==> src/udpcs_pkg.sv <==
// ----------------------------------------------------------------------------
// udpcs_pkg
// Shared types and constants for the UDP checksum engine.
// ----------------------------------------------------------------------------
`default_nettype none

package udpcs_pkg;

  // Protocol constants
  localparam logic [15:0] UDP_PROTO    = 16'd17;
  localparam logic [15:0] HDR_BYTES    = 16'd8;
  localparam logic [15:0] MAX_PAYLOAD  = 16'd65507;
  // Largest header length whose payload still fits in transmit
  localparam logic [15:0] MAX_TX_LEN   = MAX_PAYLOAD + HDR_BYTES;
  localparam logic [31:0] DEF_SRC_ADDR = 32'h0A00_0004;

  // Header field byte offsets
  localparam logic [15:0] OFS_DST_PORT = 16'd2;
  localparam logic [15:0] OFS_LENGTH   = 16'd4;
  localparam logic [15:0] OFS_CHECKSUM = 16'd6;

  typedef enum logic [1:0] {
    STAT_OK        = 2'd0,
    STAT_BAD_LEN   = 2'd1,
    STAT_MISMATCH  = 2'd2,
    STAT_PORT_ZERO = 2'd3
  } status_t;

  typedef enum logic {
    DIR_TX = 1'b0,
    DIR_RX = 1'b1
  } dir_t;

  // One input beat
  typedef struct packed {
    logic        direction;
    logic        first;
    logic        last;
    logic [15:0] data_word;
    logic [1:0]  bytes_in_word;
    logic [31:0] source_address;
    logic [31:0] dest_address;
    logic [15:0] ip_payload_length;
  } beat_t;

  // One result
  typedef struct packed {
    status_t     status;
    logic [15:0] checksum;
    logic [15:0] payload_length;
  } result_t;

endpackage

`default_nettype wire

==> src/udpcs_in_if.sv <==
// ----------------------------------------------------------------------------
// udpcs_in_if
// Input word channel: valid/ready handshake with one datagram word per beat.
// ----------------------------------------------------------------------------
`default_nettype none

interface udpcs_in_if;
  logic        valid;
  logic        ready;
  logic        direction;
  logic        first;
  logic        last;
  logic [15:0] data_word;
  logic [1:0]  bytes_in_word;
  logic [31:0] source_address;
  logic [31:0] dest_address;
  logic [15:0] ip_payload_length;

  modport source (
    output valid, direction, first, last, data_word, bytes_in_word,
           source_address, dest_address, ip_payload_length,
    input  ready
  );

  modport sink (
    input  valid, direction, first, last, data_word, bytes_in_word,
           source_address, dest_address, ip_payload_length,
    output ready
  );
endinterface

`default_nettype wire

==> src/udpcs_out_if.sv <==
// ----------------------------------------------------------------------------
// udpcs_out_if
// Result channel: valid/ready handshake with one datagram result per beat.
// ----------------------------------------------------------------------------
`default_nettype none

interface udpcs_out_if;
  logic        valid;
  logic        ready;
  logic [1:0]  status;
  logic [15:0] checksum;
  logic [15:0] payload_length;

  modport source (
    output valid, status, checksum, payload_length,
    input  ready
  );

  modport sink (
    input  valid, status, checksum, payload_length,
    output ready
  );
endinterface

`default_nettype wire

==> src/udpcs_core.sv <==
// ----------------------------------------------------------------------------
// udpcs_core
// Datagram state and the combinational ones'-complement update for one word.
// ----------------------------------------------------------------------------
`default_nettype none

module udpcs_core
  import udpcs_pkg::*;
(
  input  wire logic        clk,
  input  wire logic        rst_n,
  input  wire logic        step_en,
  input  wire beat_t       beat,
  input  wire logic [31:0] def_src_addr,
  output      result_t     res
);

  logic [15:0] running_sum_r, running_sum_nxt;
  logic [15:0] byte_count_r, byte_count_nxt;
  logic [15:0] header_length_r, header_length_nxt;
  logic [15:0] received_check_r, received_check_nxt;
  logic        port_zero_r, port_zero_nxt;
  logic [15:0] ip_bound_r, ip_bound_nxt;

  logic [15:0] sum_base, hl_cur, rc_cur, pos, v, len_add;
  logic        pz_cur, two_bytes;
  logic [31:0] sa_eff, da_eff;
  logic [15:0] proto_add;
  logic [18:0] sum_wide;
  logic [16:0] fold1, nc;
  logic [15:0] cs_raw;
  logic        len_ok;

  // Start from cleared state on a first word, else continue
  always_comb begin
    sum_base  = beat.first ? '0 : running_sum_r;
    hl_cur    = beat.first ? '0 : header_length_r;
    rc_cur    = beat.first ? '0 : received_check_r;
    pz_cur    = beat.first ? 1'b0 : port_zero_r;
    pos       = beat.first ? '0 : byte_count_r;
    two_bytes = (beat.bytes_in_word != 2'd1);
    if (beat.first && beat.direction == DIR_TX && beat.source_address == '0) begin
      sa_eff = def_src_addr;
    end else begin
      sa_eff = beat.source_address;
    end
    da_eff    = beat.first ? beat.dest_address : '0;
    sa_eff    = beat.first ? sa_eff : '0;
    proto_add = beat.first ? UDP_PROTO : '0;
    ip_bound_nxt = beat.first ? beat.ip_payload_length : ip_bound_r;
  end

  // Recognise header fields and mask the summed word
  always_comb begin
    v                  = two_bytes ? beat.data_word : {beat.data_word[15:8], 8'h00};
    len_add            = '0;
    header_length_nxt  = hl_cur;
    received_check_nxt = rc_cur;
    port_zero_nxt      = pz_cur;
    if (two_bytes && pos == OFS_DST_PORT) begin
      port_zero_nxt = (beat.data_word == '0);
    end
    if (two_bytes && pos == OFS_LENGTH) begin
      header_length_nxt = beat.data_word;
      len_add           = beat.data_word;
    end
    if (two_bytes && pos == OFS_CHECKSUM) begin
      received_check_nxt = beat.data_word;
      if (beat.direction == DIR_TX) begin
        v = '0;
      end
    end
    // Drop bytes beyond the datagram length
    if (pos >= OFS_CHECKSUM) begin
      if (pos >= hl_cur) begin
        v = '0;
      end else if (({1'b0, pos} + 17'd1) >= {1'b0, hl_cur}) begin
        v = {v[15:8], 8'h00};
      end
    end
  end

  // Sum all operands wide, then fold the carries back in twice
  always_comb begin
    sum_wide = 19'(sum_base) + 19'(sa_eff[31:16]) + 19'(sa_eff[15:0])
             + 19'(da_eff[31:16]) + 19'(da_eff[15:0]) + 19'(proto_add)
             + 19'(len_add) + 19'(v);
    fold1           = {1'b0, sum_wide[15:0]} + {14'b0, sum_wide[18:16]};
    running_sum_nxt = 16'(fold1[15:0] + {15'b0, fold1[16]});
    nc              = {1'b0, pos} + (two_bytes ? 17'd2 : 17'd1);
    byte_count_nxt  = nc[16] ? 16'hffff : nc[15:0];
  end

  // Build the result for a last word
  always_comb begin
    cs_raw = ~running_sum_nxt;
    res    = '0;
    if (beat.direction == DIR_TX) begin
      len_ok = (header_length_nxt >= HDR_BYTES) && (header_length_nxt <= MAX_TX_LEN);
      if (port_zero_nxt) begin
        res.status = STAT_PORT_ZERO;
      end else if (!len_ok) begin
        res.status = STAT_BAD_LEN;
      end else begin
        res.status = STAT_OK;
      end
      res.checksum = (cs_raw == '0) ? 16'hffff : cs_raw;
    end else begin
      len_ok = (header_length_nxt >= HDR_BYTES) && (header_length_nxt <= ip_bound_nxt);
      if (!len_ok) begin
        res.status = STAT_BAD_LEN;
      end else if (received_check_nxt != '0 && cs_raw != '0) begin
        res.status = STAT_MISMATCH;
      end else begin
        res.status = STAT_OK;
      end
      res.checksum = cs_raw;
    end
    res.payload_length = len_ok ? 16'(header_length_nxt - HDR_BYTES) : '0;
  end

  // Advance datagram state on each word
  always_ff @(posedge clk) begin
    if (!rst_n) begin
      running_sum_r    <= '0;
      byte_count_r     <= '0;
      header_length_r  <= '0;
      received_check_r <= '0;
      port_zero_r      <= 1'b0;
      ip_bound_r       <= '0;
    end else if (step_en) begin
      running_sum_r    <= running_sum_nxt;
      byte_count_r     <= byte_count_nxt;
      header_length_r  <= header_length_nxt;
      received_check_r <= received_check_nxt;
      port_zero_r      <= port_zero_nxt;
      ip_bound_r       <= ip_bound_nxt;
    end
  end

endmodule

`default_nettype wire

==> src/udp_checksum_engine_unit.sv <==
// ----------------------------------------------------------------------------
// udp_checksum_engine_unit
// UDP checksum generation and verification over a stream of 16-bit words.
// ----------------------------------------------------------------------------
// Usage:
//   in_ch carries one big-endian word of UDP header and payload per beat,
//   with first/last marks, byte count and the pseudo-header addresses.
//   out_ch returns one result beat (status, checksum, payload length) for
//   each input beat marked last; other beats give no result.
//   cfg_wr_en/cfg_wr_data write the default source address, used in
//   transmit when the source address input is zero. Write only when idle.
// Timing:
//   A beat is captured in an input register, then the ones'-complement
//   update and result logic run combinationally into the output register;
//   a last beat's result is loaded once out_ch can take it. One beat is
//   accepted every cycle unless a last beat is held by a stalled out_ch.
// Reset and stall:
//   Reset clears the datagram state and both registers, and restores the
//   default source address. While out_ch stalls, a last beat waits in the
//   input register and in_ch.ready drops; non-last beats keep flowing.
// ----------------------------------------------------------------------------
`default_nettype none

module udp_checksum_engine_unit
  import udpcs_pkg::*;
(
  input  wire logic        clk,
  input  wire logic        rst_n,
  udpcs_in_if.sink         in_ch,
  udpcs_out_if.source      out_ch,
  input  wire logic        cfg_wr_en,
  input  wire logic [31:0] cfg_wr_data
);

  logic [31:0] def_src_addr_r;
  logic        s1_valid_r;
  beat_t       s1_beat_r;
  logic        s1_adv;
  logic        out_valid_r;
  result_t     out_res_r;
  result_t     core_res;
  logic        out_load;

  // Default source address register
  always_ff @(posedge clk) begin
    if (!rst_n) begin
      def_src_addr_r <= DEF_SRC_ADDR;
    end else if (cfg_wr_en) begin
      def_src_addr_r <= cfg_wr_data;
    end
  end

  // Stage moves unless it holds a last beat and the output is blocked
  assign s1_adv      = s1_valid_r && (!s1_beat_r.last || !out_valid_r || out_ch.ready);
  assign in_ch.ready = !s1_valid_r || s1_adv;
  assign out_load    = s1_adv && s1_beat_r.last;

  // Input register
  always_ff @(posedge clk) begin
    if (!rst_n) begin
      s1_valid_r <= 1'b0;
    end else if (in_ch.ready) begin
      s1_valid_r <= in_ch.valid;
    end
  end

  always_ff @(posedge clk) begin
    if (in_ch.ready && in_ch.valid) begin
      s1_beat_r.direction         <= in_ch.direction;
      s1_beat_r.first             <= in_ch.first;
      s1_beat_r.last              <= in_ch.last;
      s1_beat_r.data_word         <= in_ch.data_word;
      s1_beat_r.bytes_in_word     <= in_ch.bytes_in_word;
      s1_beat_r.source_address    <= in_ch.source_address;
      s1_beat_r.dest_address      <= in_ch.dest_address;
      s1_beat_r.ip_payload_length <= in_ch.ip_payload_length;
    end
  end

  udpcs_core u_core (
    .clk          (clk),
    .rst_n        (rst_n),
    .step_en      (s1_adv),
    .beat         (s1_beat_r),
    .def_src_addr (def_src_addr_r),
    .res          (core_res)
  );

  // Output register
  always_ff @(posedge clk) begin
    if (!rst_n) begin
      out_valid_r <= 1'b0;
    end else if (out_load) begin
      out_valid_r <= 1'b1;
    end else if (out_ch.ready) begin
      out_valid_r <= 1'b0;
    end
  end

  always_ff @(posedge clk) begin
    if (out_load) begin
      out_res_r <= core_res;
    end
  end

  assign out_ch.valid          = out_valid_r;
  assign out_ch.status         = out_res_r.status;
  assign out_ch.checksum       = out_res_r.checksum;
  assign out_ch.payload_length = out_res_r.payload_length;

`ifndef SYNTHESIS
  // A new result only comes from a last beat leaving the input register
  a_result_from_last: assert property (@(posedge clk) disable iff (!rst_n)
    $rose(out_valid_r) |-> $past(s1_valid_r && s1_beat_r.last))
    else $error("result raised without a last beat");

  // A bad length never reports a payload length
  a_bad_len_zero: assert property (@(posedge clk) disable iff (!rst_n)
    (out_valid_r && out_res_r.status == STAT_BAD_LEN) |-> (out_res_r.payload_length == '0))
    else $error("bad length with nonzero payload length");

  // A held beat blocks the input channel
  a_hold_blocks: assert property (@(posedge clk) disable iff (!rst_n)
    (s1_valid_r && !s1_adv) |-> !in_ch.ready)
    else $error("input accepted while stage is held");
`endif

endmodule

`default_nettype wire

==> src/flat_wrapper.sv <==
// flat-port wrapper written by rule: the top's interface ports become plain ports
module udp_checksum_engine_unit_flat import udpcs_pkg::*;
  (clk, rst_n, cfg_wr_en, cfg_wr_data, in_ch_valid, in_ch_direction, in_ch_first, in_ch_last, in_ch_data_word, in_ch_bytes_in_word, in_ch_source_address, in_ch_dest_address, in_ch_ip_payload_length, in_ch_ready, out_ch_valid, out_ch_status, out_ch_checksum, out_ch_payload_length, out_ch_ready);
  udpcs_in_if in_ch_i ();
  udpcs_out_if out_ch_i ();
  input  wire logic clk;
  input  wire logic rst_n;
  input  wire logic cfg_wr_en;
  input  wire logic [31:0] cfg_wr_data;
  input wire logic [$bits(in_ch_i.valid)-1:0] in_ch_valid;
  input wire logic [$bits(in_ch_i.direction)-1:0] in_ch_direction;
  input wire logic [$bits(in_ch_i.first)-1:0] in_ch_first;
  input wire logic [$bits(in_ch_i.last)-1:0] in_ch_last;
  input wire logic [$bits(in_ch_i.data_word)-1:0] in_ch_data_word;
  input wire logic [$bits(in_ch_i.bytes_in_word)-1:0] in_ch_bytes_in_word;
  input wire logic [$bits(in_ch_i.source_address)-1:0] in_ch_source_address;
  input wire logic [$bits(in_ch_i.dest_address)-1:0] in_ch_dest_address;
  input wire logic [$bits(in_ch_i.ip_payload_length)-1:0] in_ch_ip_payload_length;
  output wire logic [$bits(in_ch_i.ready)-1:0] in_ch_ready;
  output wire logic [$bits(out_ch_i.valid)-1:0] out_ch_valid;
  output wire logic [$bits(out_ch_i.status)-1:0] out_ch_status;
  output wire logic [$bits(out_ch_i.checksum)-1:0] out_ch_checksum;
  output wire logic [$bits(out_ch_i.payload_length)-1:0] out_ch_payload_length;
  input wire logic [$bits(out_ch_i.ready)-1:0] out_ch_ready;
  assign in_ch_i.valid = in_ch_valid;
  assign in_ch_i.direction = in_ch_direction;
  assign in_ch_i.first = in_ch_first;
  assign in_ch_i.last = in_ch_last;
  assign in_ch_i.data_word = in_ch_data_word;
  assign in_ch_i.bytes_in_word = in_ch_bytes_in_word;
  assign in_ch_i.source_address = in_ch_source_address;
  assign in_ch_i.dest_address = in_ch_dest_address;
  assign in_ch_i.ip_payload_length = in_ch_ip_payload_length;
  assign in_ch_ready = in_ch_i.ready;
  assign out_ch_valid = out_ch_i.valid;
  assign out_ch_status = out_ch_i.status;
  assign out_ch_checksum = out_ch_i.checksum;
  assign out_ch_payload_length = out_ch_i.payload_length;
  assign out_ch_i.ready = out_ch_ready;
  udp_checksum_engine_unit u_core (.clk(clk), .rst_n(rst_n), .in_ch(in_ch_i), .out_ch(out_ch_i), .cfg_wr_en(cfg_wr_en), .cfg_wr_data(cfg_wr_data));
endmodule
==> config.mk <==
export PLATFORM = sky130hd
export DESIGN_NAME = udp_checksum_engine_unit_flat
export DESIGN_NICKNAME = d
export VERILOG_FILES = /design/src/udpcs_pkg.sv /design/src/udpcs_in_if.sv /design/src/udpcs_out_if.sv /design/src/udpcs_core.sv /design/src/udp_checksum_engine_unit.sv /design/src/flat_wrapper.sv
export SDC_FILE = /design/constraint.sdc
export NUM_CORES = 1
export LEC_CHECK = 0
export BUFFER_PORTS_ARGS = -buffer_cell sky130_fd_sc_hd__buf_2
export CORE_ASPECT_RATIO = 0.8
export CORE_MARGIN = 2
export CORE_UTILIZATION = 60
export DETAILED_ROUTE_END_ITERATION = 6
export PLACE_DENSITY_LB_ADDON = 0.08
export SYNTH_ARGS = -nofsm -noshare
export SYNTH_HDL_FRONTEND = slang
export SYNTH_SLANG_ARGS = --single-unit
export TNS_END_PERCENT = 5
==> constraint.sdc <==
create_clock -name clk -period 24.2 [get_ports clk]
set_clock_uncertainty 0.15 [all_clocks]
set_input_delay 7.26 -clock clk [delete_from_list [all_inputs] [get_ports clk]]
set_output_delay 7.26 -clock clk [all_outputs]
set_load 0.01 [all_outputs]
==> metrics.cfg <==
[global_route]
track_usage_pct=28.6
grt_antenna_before_repair=0
grt-ovfl-total=0
grt_pass1_vias=11400
grt_max_degree=116
grt_pass1_wl_um=60700

[sta]
period_needed_ps=15380
max_freq_mhz=65.0
timing.final.crit_share_pct=63.6
drv_slew=0
setup_tns_ps=0
relSlewSlack_pct=21.8
rsz0062_at_grt=no
finalHoldViolCount=0
finalSetupViolCount=0
tightest_slew_ps=1170

[floorplan]
initial_core_util_pct=61.5
fp.dieW_um=185
die_h_um=148
rows=52
coreArea_sq_um=25400
io_pins=174
dieArea_sq_um=27400

[cells_and_area]
multi_input_area_sq_um=8620
final_nets=1996
filler_cell_count=1961
drive_above_1_share_pct=15.8
seq_area_sq_um=6360
final_cell_mix=buf_2 (173), nand2_1 (152), edfxtp_1 (135), nor2_1 (119), dfxtp_1 (115)
area_delta_synth_final_pct=13.9
layout_commonest_cell=buf_2
diodes=0

[critical_path]
critPathMaxFanout=4
end_kind=output port
crit_arrival_ps=7970
crit_path_cell_trace=buf_2 -> nor2b_1 -> nand3_1 -> buf_2
slowest_delay_ps=310
cpMostUsedCell=buf_2
crit_buf_inv=2
cp_data_required_time_ps=16790
regToRegSetupSlack_ps=9850
start_kind=primary input
path_class=primary input to output port
cp_top_family=simple AND/OR/NAND/NOR gates
cpMaxStageDelayCell=nor2b_1

[detailed_routing]
wl_um=38200
dr_total_vias=11900
routed_via_density=5.80
drc=1
dr.pass1.iters=7
wire_per_inst_um=18.6
ant_nets=0
drt_iter0_markers=956

[yosys]
synthTopCellsByArea=edfxtp_1 (26%), dfxtp_1 (15%), fa_1 (11%)
yosysWarnings=0
synth_area_sq_um=15600
synth.distinct_cells=84
syn_area_per_cell_sq_um=10.2
synth_top_area_cell=edfxtp_1
synth_top_area_share_pct=25.9
synth_edf_count=135
synthFlopType=edfxtp_1
ys_seq_area_share_pct=40.6
ys_seq_elements=250
synthArstFlopShare_pct=0
syn_nets=1845
syn_inst=1533

[clock_tree]
clockBufferDepth=3
cts.sinks=250
clk_latency_ps=560
holdBufCountCts=0
tritoncts=done
numCtsBuffers=26
cts_setup_buffers=0
clk_pin_slew_ps=70
root_buffer=clkbuf_16
cts_max_level=1
cts_resized=0

[hold_path]
worstHoldPathType=flop to flop

[power]
ir_worst_vdd_v=0.0000975
finalPower_mw=2.19
p_leak_nw=8.00
power_density_nw_per_um2=123

[outcome]
violations=DRC
status=complete, but fails checks

[place]
globalplace.congestion=0.937
dp_hpwl_um=28400
numPortBuffers=173

[run]
drv_cap=0

## cell type report
type	count	area share, %
sequential	250	35.7
tap	351	2.46
multi-input combinational	1105	48.3
clock inverter	19	2.01
inverter	115	2.42
clock buffer	29	3.71
timing repair buffer	186	5.40
## where the power goes
part           internal, mW  switching [mW]
registers             0.520          0.0228
logic                 0.450           0.726
clock network         0.295           0.175
total                  1.27           0.924
## routing by layer
layer	global-route usage [%]	share of wire, %	vias up
met4	8.04	2.7	0
met1	45.2	48	5688
met3	4.21	8.1	68
met2	40.8	41	518
li1	-	-	5643
met5	0	0	-
## state kept, by name, summed over array words and instances, names as in the netlist, 2 cells and up
signal / count
u_core.u_core.byte_count_r: 16
u_core.out_ch.payload_length: 16
u_core.u_core.received_check_r: 16
u_core.s1_beat_r: 101
u_core.out_ch.status: 2
u_core.u_core.header_length_r: 16
u_core.u_core.running_sum_r: 16
u_core.out_ch.checksum: 16
u_core.u_core.ip_bound_r: 16
u_core.def_src_addr_r: 32
## final timing paths
check,from,endpoint,cells after the start
setup / recovery,out_ch_ready,in_ch_ready,4
hold / removal,u_core.u_core.running_sum_r[7],u_core.u_core.running_sum_r[7],2
setup reg to reg,u_core.s1_beat_r[99],u_core.out_ch.checksum[8],56
hold reg to reg,u_core.u_core.running_sum_r[7],u_core.u_core.running_sum_r[7],2
## stage by stage
step / std cells / utilization [%] / setup slack, ps / hold WS, ps / cell area, sq um
5_1_grt: 2055 / 70.1 / 8760 / 341 / 17800
2_1_floorplan: 1533 / - / 9180 / 289 / 15600
3_3_place_gp: 2007 / 66.1 / 8850 / 302 / 16800
6_report: 2055 / 70.1 / 8820 / 318 / 17800
3_5_place_dp: 2007 / 66.1 / 8810 / 309 / 16800
4_1_cts: 2055 / 70.1 / 8810 / 318 / 17800
## cell usage after synthesis, drive strengths merged, types with 45 or more instances
| cell type | n |
|---|---|
| nand2 | 154 |
| a21oi | 78 |
| mux2i | 49 |
| nor2 | 119 |
| nor2b | 72 |
| inv | 115 |
| clkbuf | 49 |
| dfxtp | 115 |
| ha | 91 |
| fa | 83 |
| edfxtp | 135 |
| xnor2 | 45 |
## worst min-delay path, cell delays in order, from the launching register on
cell      delay, ps
dfxtp_1         310
nand2_1          50
a21boi_0         60
## logic make-up after synthesis
kind of cell | synth area share (%)
and+or+nand+nor | 17.4
AOI/OAI and AO/OA | 12.5
DFF | 40.6
buffers and inverters | 4.45
adders and majority gates | 17.9
xor gates and xnor gates | 3.96
muxes | 3.21
Power figures use the tool's default switching activity.
